**config.mk**
```make
export PLATFORM = sky130hd
export DESIGN_NAME = sha256_stream_hasher_top
export DESIGN_NICKNAME = d
export VERILOG_FILES = /design/src/rtl/core/sha_pkg.sv /design/src/rtl/core/sha_core.sv /design/src/rtl/core/sha256_stream_hasher_top.sv
export SDC_FILE = /design/constraint.sdc
export NUM_CORES = 2
export LEC_CHECK = 0
export ABC_AREA = 1
export BUFFER_PORTS_ARGS = -buffer_cell sky130_fd_sc_hd__buf_2
export CAP_MARGIN = 20
export CORE_UTILIZATION = 50
export DETAILED_ROUTE_END_ITERATION = 10
export PLACE_DENSITY = 0.64
export SETUP_SLACK_MARGIN = 0.5
export SLEW_MARGIN = 25
export SYNTH_ARGS = -nofsm -noshare
export SYNTH_HDL_FRONTEND = slang
export SYNTH_SLANG_ARGS = --single-unit
```
**constraint.sdc**
```tcl
create_clock -name i_clk -period 53 [get_ports i_clk]
set_input_delay 5.3 -clock i_clk [delete_from_list [all_inputs] [get_ports i_clk]]
set_output_delay 5.3 -clock i_clk [all_outputs]
set_load 0.02 [all_outputs]
```
**src/rtl/core/sha_pkg.sv**
```systemverilog
`timescale 1ns / 1ps

package sha_pkg;

    typedef logic [31:0] t_word;
    typedef t_word [7:0]  t_chain;
    typedef t_word [15:0] t_block;

    typedef struct packed {
        logic start;
        logic chain_init;
    } t_core_ctl;

    typedef struct packed {
        logic busy;
        logic done;
    } t_core_sts;

    localparam logic [7:0] C_PAD_BYTE = 8'h80;
    localparam logic [5:0] C_LEN_POS  = 6'd56;

    localparam t_chain C_IV = {
        32'h5be0cd19, 32'h1f83d9ab, 32'h9b05688c, 32'h510e527f,
        32'ha54ff53a, 32'h3c6ef372, 32'hbb67ae85, 32'h6a09e667
    };

    function automatic t_word f_bsig0(t_word x);
        return {x[1:0], x[31:2]} ^ {x[12:0], x[31:13]} ^ {x[21:0], x[31:22]};
    endfunction

    function automatic t_word f_bsig1(t_word x);
        return {x[5:0], x[31:6]} ^ {x[10:0], x[31:11]} ^ {x[24:0], x[31:25]};
    endfunction

    function automatic t_word f_ssig0(t_word x);
        return {x[6:0], x[31:7]} ^ {x[17:0], x[31:18]} ^ {3'b000, x[31:3]};
    endfunction

    function automatic t_word f_ssig1(t_word x);
        return {x[16:0], x[31:17]} ^ {x[18:0], x[31:19]} ^ {10'b0, x[31:10]};
    endfunction

    function automatic t_word f_round_k(logic [5:0] idx);
        t_word k;
        case (idx)
            6'd0:  k = 32'h428a2f98;
            6'd1:  k = 32'h71374491;
            6'd2:  k = 32'hb5c0fbcf;
            6'd3:  k = 32'he9b5dba5;
            6'd4:  k = 32'h3956c25b;
            6'd5:  k = 32'h59f111f1;
            6'd6:  k = 32'h923f82a4;
            6'd7:  k = 32'hab1c5ed5;
            6'd8:  k = 32'hd807aa98;
            6'd9:  k = 32'h12835b01;
            6'd10: k = 32'h243185be;
            6'd11: k = 32'h550c7dc3;
            6'd12: k = 32'h72be5d74;
            6'd13: k = 32'h80deb1fe;
            6'd14: k = 32'h9bdc06a7;
            6'd15: k = 32'hc19bf174;
            6'd16: k = 32'he49b69c1;
            6'd17: k = 32'hefbe4786;
            6'd18: k = 32'h0fc19dc6;
            6'd19: k = 32'h240ca1cc;
            6'd20: k = 32'h2de92c6f;
            6'd21: k = 32'h4a7484aa;
            6'd22: k = 32'h5cb0a9dc;
            6'd23: k = 32'h76f988da;
            6'd24: k = 32'h983e5152;
            6'd25: k = 32'ha831c66d;
            6'd26: k = 32'hb00327c8;
            6'd27: k = 32'hbf597fc7;
            6'd28: k = 32'hc6e00bf3;
            6'd29: k = 32'hd5a79147;
            6'd30: k = 32'h06ca6351;
            6'd31: k = 32'h14292967;
            6'd32: k = 32'h27b70a85;
            6'd33: k = 32'h2e1b2138;
            6'd34: k = 32'h4d2c6dfc;
            6'd35: k = 32'h53380d13;
            6'd36: k = 32'h650a7354;
            6'd37: k = 32'h766a0abb;
            6'd38: k = 32'h81c2c92e;
            6'd39: k = 32'h92722c85;
            6'd40: k = 32'ha2bfe8a1;
            6'd41: k = 32'ha81a664b;
            6'd42: k = 32'hc24b8b70;
            6'd43: k = 32'hc76c51a3;
            6'd44: k = 32'hd192e819;
            6'd45: k = 32'hd6990624;
            6'd46: k = 32'hf40e3585;
            6'd47: k = 32'h106aa070;
            6'd48: k = 32'h19a4c116;
            6'd49: k = 32'h1e376c08;
            6'd50: k = 32'h2748774c;
            6'd51: k = 32'h34b0bcb5;
            6'd52: k = 32'h391c0cb3;
            6'd53: k = 32'h4ed8aa4a;
            6'd54: k = 32'h5b9cca4f;
            6'd55: k = 32'h682e6ff3;
            6'd56: k = 32'h748f82ee;
            6'd57: k = 32'h78a5636f;
            6'd58: k = 32'h84c87814;
            6'd59: k = 32'h8cc70208;
            6'd60: k = 32'h90befffa;
            6'd61: k = 32'ha4506ceb;
            6'd62: k = 32'hbef9a3f7;
            default: k = 32'hc67178f2;
        endcase
        return k;
    endfunction

endpackage

```
**src/rtl/core/sha_core.sv**
```systemverilog
`timescale 1ns / 1ps

module sha_core (
    input  logic               i_clk,
    input  logic               i_rst_n,
    input  sha_pkg::t_core_ctl i_ctl,
    input  sha_pkg::t_block    i_block,
    output sha_pkg::t_core_sts o_sts,
    output sha_pkg::t_chain    o_chain
);

    typedef enum logic [2:0] {
        C_IDLE  = 3'b001,
        C_ROUND = 3'b010,
        C_FINAL = 3'b100
    } t_core_state;

    t_core_state     r_state;
    logic [5:0]      r_round;
    logic            r_done;
    sha_pkg::t_chain r_chain;
    sha_pkg::t_chain r_v;
    sha_pkg::t_block r_w;

    sha_pkg::t_chain n_v;
    sha_pkg::t_block n_w;
    sha_pkg::t_word  n_t1;
    sha_pkg::t_word  n_t2;
    sha_pkg::t_word  n_ch;
    sha_pkg::t_word  n_maj;

    always_comb begin
        n_ch  = (r_v[4] & r_v[5]) ^ (~r_v[4] & r_v[6]);
        n_maj = (r_v[0] & r_v[1]) ^ (r_v[0] & r_v[2]) ^ (r_v[1] & r_v[2]);
        n_t1  = r_v[7] + sha_pkg::f_bsig1(r_v[4]) + n_ch + sha_pkg::f_round_k(r_round) + r_w[0];
        n_t2  = sha_pkg::f_bsig0(r_v[0]) + n_maj;
        n_v[7] = r_v[6];
        n_v[6] = r_v[5];
        n_v[5] = r_v[4];
        n_v[4] = r_v[3] + n_t1;
        n_v[3] = r_v[2];
        n_v[2] = r_v[1];
        n_v[1] = r_v[0];
        n_v[0] = n_t1 + n_t2;
        for (int i = 0; i < 15; i++) begin
            n_w[i] = r_w[i + 1];
        end
        n_w[15] = r_w[0] + sha_pkg::f_ssig0(r_w[1]) + r_w[9] + sha_pkg::f_ssig1(r_w[14]);
    end

    always_ff @(posedge i_clk) begin
        if (!i_rst_n) begin
            r_state <= C_IDLE;
            r_round <= '0;
            r_done  <= 1'b0;
            r_chain <= sha_pkg::C_IV;
        end else begin
            r_done <= 1'b0;
            unique case (r_state)
                C_IDLE: begin
                    if (i_ctl.chain_init) begin
                        r_chain <= sha_pkg::C_IV;
                    end
                    if (i_ctl.start) begin
                        r_w     <= i_block;
                        r_v     <= r_chain;
                        r_round <= '0;
                        r_state <= C_ROUND;
                    end
                end
                C_ROUND: begin
                    r_v     <= n_v;
                    r_w     <= n_w;
                    r_round <= r_round + 6'd1;
                    if (&r_round) begin
                        r_state <= C_FINAL;
                    end
                end
                C_FINAL: begin
                    for (int i = 0; i < 8; i++) begin
                        r_chain[i] <= r_chain[i] + r_v[i];
                    end
                    r_done  <= 1'b1;
                    r_state <= C_IDLE;
                end
                default: begin
                    r_state <= C_IDLE;
                end
            endcase
        end
    end

    assign o_sts.busy = (r_state != C_IDLE);
    assign o_sts.done = r_done;
    assign o_chain    = r_chain;

    a_start_idle: assert property (@(posedge i_clk) disable iff (!i_rst_n)
        i_ctl.start |-> (r_state == C_IDLE))
        else $error("start while compressing");

    a_round_wrap: assert property (@(posedge i_clk) disable iff (!i_rst_n)
        (r_state == C_ROUND) && (&r_round) |=> (r_state == C_FINAL))
        else $error("round 63 not followed by chain update");

    a_done_idle: assert property (@(posedge i_clk) disable iff (!i_rst_n)
        r_done |-> (r_state == C_IDLE))
        else $error("done while busy");

endmodule

```
**src/rtl/core/sha256_stream_hasher_top.sv**
```systemverilog
`timescale 1ns / 1ps
// Input beat: accepted while idle. A beat that completes a 64-byte block holds the input off for
// its compression (start, load, 64 rounds, chain update, return to idle).
// Last beat: a padding step, then 1 or 2 block compressions, then 8 output beats.
// Throughput is set by the shared round unit: one SHA-256 round per clock.
// Reset (synchronous, active low): chaining state to the initial hash, length and position
// to zero, no output pending. State also returns to reset after the eighth digest beat.

module sha256_stream_hasher_top (
    input  logic        i_clk,
    input  logic        i_rst_n,
    input  logic        s_axis_tvalid,
    output logic        s_axis_tready,
    input  logic [7:0]  s_axis_tdata,  // [7:0] data_byte
    input  logic        s_axis_tuser,  // [0] byte_present
    input  logic        s_axis_tlast,  // end_of_message
    output logic        m_axis_tvalid,
    input  logic        m_axis_tready,
    output logic [31:0] m_axis_tdata,  // [31:0] digest_word
    output logic [2:0]  m_axis_tuser,  // [2:0] word_number
    output logic        m_axis_tlast   // final_word
);

    typedef enum logic [3:0] {
        S_IDLE = 4'b0001,
        S_PAD  = 4'b0010,
        S_COMP = 4'b0100,
        S_OUT  = 4'b1000
    } t_state;

    t_state             r_state;
    sha_pkg::t_block    r_block;
    logic [63:0]        r_bitlen;
    logic [5:0]         r_pos;
    logic               r_last;
    logic               r_len_next;
    logic               r_final;
    logic [2:0]         r_cnt;
    sha_pkg::t_core_ctl r_ctl;

    sha_pkg::t_core_sts w_sts;
    sha_pkg::t_chain    w_chain;

    sha_pkg::t_block    n_pad;
    sha_pkg::t_word     n_byte_word;
    logic               n_in_beat;
    logic               n_out_beat;
    logic               n_len_fits;

    function automatic sha_pkg::t_word f_put_byte(sha_pkg::t_word w, logic [1:0] lane,
                                                  logic [7:0] b);
        sha_pkg::t_word r;
        r = w;
        case (lane)
            2'd0:    r = {b, 24'h0};
            2'd1:    r[23:16] = b;
            2'd2:    r[15:8] = b;
            default: r[7:0] = b;
        endcase
        return r;
    endfunction

    assign n_in_beat   = s_axis_tvalid && s_axis_tready;
    assign n_out_beat  = m_axis_tvalid && m_axis_tready;
    assign n_len_fits  = (r_pos < sha_pkg::C_LEN_POS);
    assign n_byte_word = f_put_byte(r_block[r_pos[5:2]], r_pos[1:0], s_axis_tdata);

    always_comb begin
        for (int i = 0; i < 16; i++) begin
            if (4'(i) > r_pos[5:2]) begin
                n_pad[i] = '0;
            end else if (4'(i) == r_pos[5:2]) begin
                n_pad[i] = f_put_byte(r_block[i], r_pos[1:0], sha_pkg::C_PAD_BYTE);
            end else begin
                n_pad[i] = r_block[i];
            end
        end
        if (n_len_fits) begin
            n_pad[14] = r_bitlen[63:32];
            n_pad[15] = r_bitlen[31:0];
        end
    end

    always_ff @(posedge i_clk) begin
        if (!i_rst_n) begin
            r_state    <= S_IDLE;
            r_bitlen   <= '0;
            r_pos      <= '0;
            r_last     <= 1'b0;
            r_len_next <= 1'b0;
            r_final    <= 1'b0;
            r_cnt      <= '0;
            r_ctl      <= '0;
        end else begin
            r_ctl <= '0;
            unique case (r_state)
                S_IDLE: begin
                    if (n_in_beat) begin
                        r_last <= s_axis_tlast;
                        if (s_axis_tuser) begin
                            r_block[r_pos[5:2]] <= n_byte_word;
                            r_pos               <= r_pos + 6'd1;
                            r_bitlen            <= r_bitlen + 64'd8;
                        end
                        if (s_axis_tuser && (&r_pos)) begin
                            r_ctl.start <= 1'b1;
                            r_state     <= S_COMP;
                        end else if (s_axis_tlast) begin
                            r_state <= S_PAD;
                        end
                    end
                end
                S_PAD: begin
                    r_block     <= n_pad;
                    r_ctl.start <= 1'b1;
                    r_last      <= 1'b0;
                    if (n_len_fits) begin
                        r_final <= 1'b1;
                    end else begin
                        r_len_next <= 1'b1;
                    end
                    r_state <= S_COMP;
                end
                S_COMP: begin
                    if (w_sts.done) begin
                        if (r_len_next) begin
                            for (int i = 0; i < 14; i++) begin
                                r_block[i] <= '0;
                            end
                            r_block[14] <= r_bitlen[63:32];
                            r_block[15] <= r_bitlen[31:0];
                            r_ctl.start <= 1'b1;
                            r_len_next  <= 1'b0;
                            r_final     <= 1'b1;
                        end else if (r_final) begin
                            r_final <= 1'b0;
                            r_cnt   <= '0;
                            r_state <= S_OUT;
                        end else if (r_last) begin
                            r_state <= S_PAD;
                        end else begin
                            r_state <= S_IDLE;
                        end
                    end
                end
                S_OUT: begin
                    if (n_out_beat) begin
                        r_cnt <= r_cnt + 3'd1;
                        if (&r_cnt) begin
                            r_ctl.chain_init <= 1'b1;
                            r_pos            <= '0;
                            r_bitlen         <= '0;
                            r_state          <= S_IDLE;
                        end
                    end
                end
                default: begin
                    r_state <= S_IDLE;
                end
            endcase
        end
    end

    sha_core u_core (
        .i_clk   (i_clk),
        .i_rst_n (i_rst_n),
        .i_ctl   (r_ctl),
        .i_block (r_block),
        .o_sts   (w_sts),
        .o_chain (w_chain)
    );

    assign s_axis_tready = (r_state == S_IDLE);
    assign m_axis_tvalid = (r_state == S_OUT);
    assign m_axis_tdata  = w_chain[r_cnt];
    assign m_axis_tuser  = r_cnt;
    assign m_axis_tlast  = (&r_cnt);

    a_sides_exclusive: assert property (@(posedge i_clk) disable iff (!i_rst_n)
        $onehot0({s_axis_tready, m_axis_tvalid}))
        else $error("input and output open together");

    a_out_core_idle: assert property (@(posedge i_clk) disable iff (!i_rst_n)
        m_axis_tvalid |-> !w_sts.busy)
        else $error("digest shown while compressing");

    a_last_beat_idle: assert property (@(posedge i_clk) disable iff (!i_rst_n)
        n_out_beat && m_axis_tlast |=> s_axis_tready && (r_pos == 6'd0))
        else $error("no return to idle after digest");

    a_done_in_comp: assert property (@(posedge i_clk) disable iff (!i_rst_n)
        w_sts.done |-> (r_state == S_COMP))
        else $error("compression finished outside wait state");

endmodule
```
==> results.md <==
* Outcome: finished, final reports clean
* Die Wd at 472 um
* Critical path class: input pin to register
* Post-Layout Inst Area at 119000 um^2
* DR DRC count at 0
* Core Rows at 172
* Post-Route Utilization at 0.544
* Slew headroom at 0.224
* Hold Crit Class: register to register
* Crit path cell chain: buf_6 -> inv_6 -> nor2_4 -> buf_4 -> buf_4 -> buf_4 -> buf_4
* Worst Setup End Kind: register
* Total Wirelength at 475000 um
* Largest net degree at the start of global routing at 174
* Synth Instances at 14900
* Core area at 220000 um^2
* Synthesis Warnings at 0
* Fraction of layout cells with a size suffix above 1 at 0.0391
* Detail Placement HPWL at 356000 um
* Dpl cell area at 113000 um^2
* Root Buffer: clkbuf_16
* Post-CTS Resized at 0
* Final Critical Period at 9.39 ns
* RSZ-0062 raised after global routing: false
* R2r worst-path depth at 25
* Area growth syn-to-layout at 7.94%
* Slowest CP cell: buf_4
* Max incr delay on CP at 0.86 ns
* Crit-path leading delay family: buffers and inverters
* Total GRT Usage at 0.416
* CTS tree: built
* Antenna violations before repair at 19
* Clock latency on the worst-skew pair at 0.89 ns
* CP most frequent cell: buf_4
* IO buf count at 51
* Worst setup slack after layout at 43.61 ns
* Layout net count at 15200
* Post-CTS setup buffers at 0
* Ys flop type: edfxtp_1
* Vias per inst at 5.97
* Req. time, crit path at 53.46 ns
* Most frequent cells in the layout: 5722 x nand2_1, 1317 x inv_1, 1280 x edfxtp_1
* Sequential element share of the synthesized area at 0.416
* Routed Antenna Nets at 0
* Crit-path max FO at 70
* Power Total at 3.32 mW
* Post-synth EDFFs at 1280
* Commonest non-fill, non-tap cell in the layout: nand2_1
* Total number of vias at 106000
* Post-place setup slack at 42.22 ns
* Worst R2R Start: u_core.n_v[171]
* I/O pins at 52
* Total of max-cap violations at 0
* Final hold violation count at 0
* Vias in the first global route at 97100
* Die Area at 223000 um^2
* Hold endpoint: u_core.n_w[440]
* First drt pass iteration count at 7
* Buf/Inv on CP at 6
* Initial DRC Count at 14400
* Hold buffers post-CTS at 0
* Maximum clock rate at 106 MHz
* Syn Nets at 15500
* Terminus of the critical flop-to-flop path: u_core.n_v[51]
* First-pass GRT wire length at 677000 um
* Syn_area_per_cell at 7.42 um^2
* DIE HEIGHT at 472 um
* H-tree depth at 4
* Final setup violation count at 0
* Worst reg2reg setup slack at 45.19 ns
* Max rail drop VDD at 0.0000341 V
* Mapped cell area at 111000 um^2
* GRT overflow at 0
* CTS Buf Count at 187
* # clock sinks at 1657
* Pwr per Cell Area at 27.8 nW/um^2
* Startpoint Class: input pin
* Setup Skew at 0.106 ns
* CTS Buffer Depth at 3
* WL/cell at 26.8 um
* Instance count on the critical path at 7
* Initial Util at 0.504
* Hold Path Stages at 2
* Worst-margin pin slew at 1.16 ns
* Hold_sp: u_core.n_w[472]
* GPL Wtd Cong at 1.06
* CTS clk-pin slew, worst paths at 0.06 ns
* Async SR Flop Fraction at 0
* Leak pwr at 52.1 nW
* CP arrival at 9.85 ns
* Tcrit/Tclk final at 0.177
* Number of synthesized register bits at 1657
* Slew Viols, Final at 0
* Setup TNS at 0 ns
* Unique cell type count in the Yosys netlist at 61
final cells by class:
type,count,area [um^2]
multi-input cells,11300,57200
inverters,1339,5050
clock buffers,239,5010
fillers,21400,100000
diodes,4,10.0
well taps,2958,3700
repair buffers,167,1210
flip-flops and latches,1657,46000
clock inverters,110,1300
state kept, by name (all words and copies together), names as in the netlist, 32 cells and up, named ones only:
register / flops
r_block: 512
u_core.n_w: 480
u_core.o_chain: 256
u_core.n_v: 192
u_core.r_v: 64
r_bitlen: 61
u_core.r_w: 32
worst max path at each step:
stage / startpoint / to
6_report: i_rst_n / u_core.n_w[404]
5_1_grt: i_rst_n / u_core.n_w[404]
4_1_cts: i_rst_n / u_core.n_w[404]
3_5_place_dp: i_rst_n / u_core.n_w[319]
3_3_place_gp: i_rst_n / u_core.n_w[279]
2_1_floorplan: i_rst_n / u_core.n_v[100]
per-stage QoR:
| stage | std cells | hold WS (ns) |
|---|---|---|
| after global placement | 17400 | 0.474 |
| final | 17700 | 0.470 |
| after global routing | 17700 | 0.495 |
| after floorplan | 14900 | 0.455 |
| after CTS | 17700 | 0.450 |
| after detailed placement | 17400 | 0.481 |
power by group:
part / total, mW / internal, mW / leakage, nW / switching (mW)
combinational: 0.475 / 0.119 / 34.6 / 0.356
clock: 1.36 / 0.759 / 3.03 / 0.601
sequential: 1.49 / 1.45 / 14.5 / 0.0347
total: 3.32 / 2.33 / 52.1 / 0.992
worst register-to-register path, delay by kind of cell, from the launching register on:
kind	cells	cell delay (ns)
simple gates	10	1.45
xor+xnor	1	0.56
fa+ha+maj	6	2.86
buf+inv	2	0.10
compound gates	6	1.81
flops	1	0.68
Yosys cell counts (5+ instances only):
cell      instances  area [um^2]
nand2_1        5725        21500
inv_1          1319         4950
edfxtp_1       1280        38400
nor2_1          962         3610
nand3_1         917         4590
a21oi_1         891         4460
o21ai_0         865         4330
clkbuf_1        486         1820
ha_1            396         4950
dfxtp_1         377         7550
a22oi_1         252         1890
xor2_1          205         1800
fa_1            195         3900
nor3_1          180          901
buf_2           141          706
xnor2_1         131         1150
nand4_1         114          713
o21bai_1         40          300
a31oi_1          39          244
o211ai_1         34          255
buf_1            32          120
o21a_1           28          210
or2_2            27          169
o21ai_1          26          130
a21o_1           24          180
nand3b_1         24          180
or2_1            23          144
a21boi_0         17          128
inv_2            16         60.1
maj3_1           16          160
nor4_1           15         93.8
nand2_2          12         75.1
and3_1           10         62.6
o32ai_1          10         87.6
a211oi_1          9         67.6
nor3b_1           9         67.6
o22ai_1           8         50.1
a22oi_2           7         87.6
buf_4             7         52.6
a32o_1            6         60.1
and2_1            5         31.3
nor2_2            5         31.3
cell families after synthesis:
family                     count (synthesis)  share of synthesized area
and+or+nand+nor                         8045                      0.292
buffers and inverters                   2009                     0.0702
xor gates and xnor gates                 336                     0.0266
AOI/OAI and AO/OA                       2269                      0.114
DFF                                     1657                      0.416
adders and majority gates                607                     0.0815
per-layer routing:
layer,vias up,routed length (um),global-route usage,share of wire
met5,-,116,0,0.00024
met4,20,37800,0.272,0.080
met3,1392,48300,0.0742,0.10
met2,6197,208000,0.642,0.44
met1,49900,181000,0.535,0.38
li1,48400,-,-,-
Note: power is estimated with default switching activity, not from simulation.
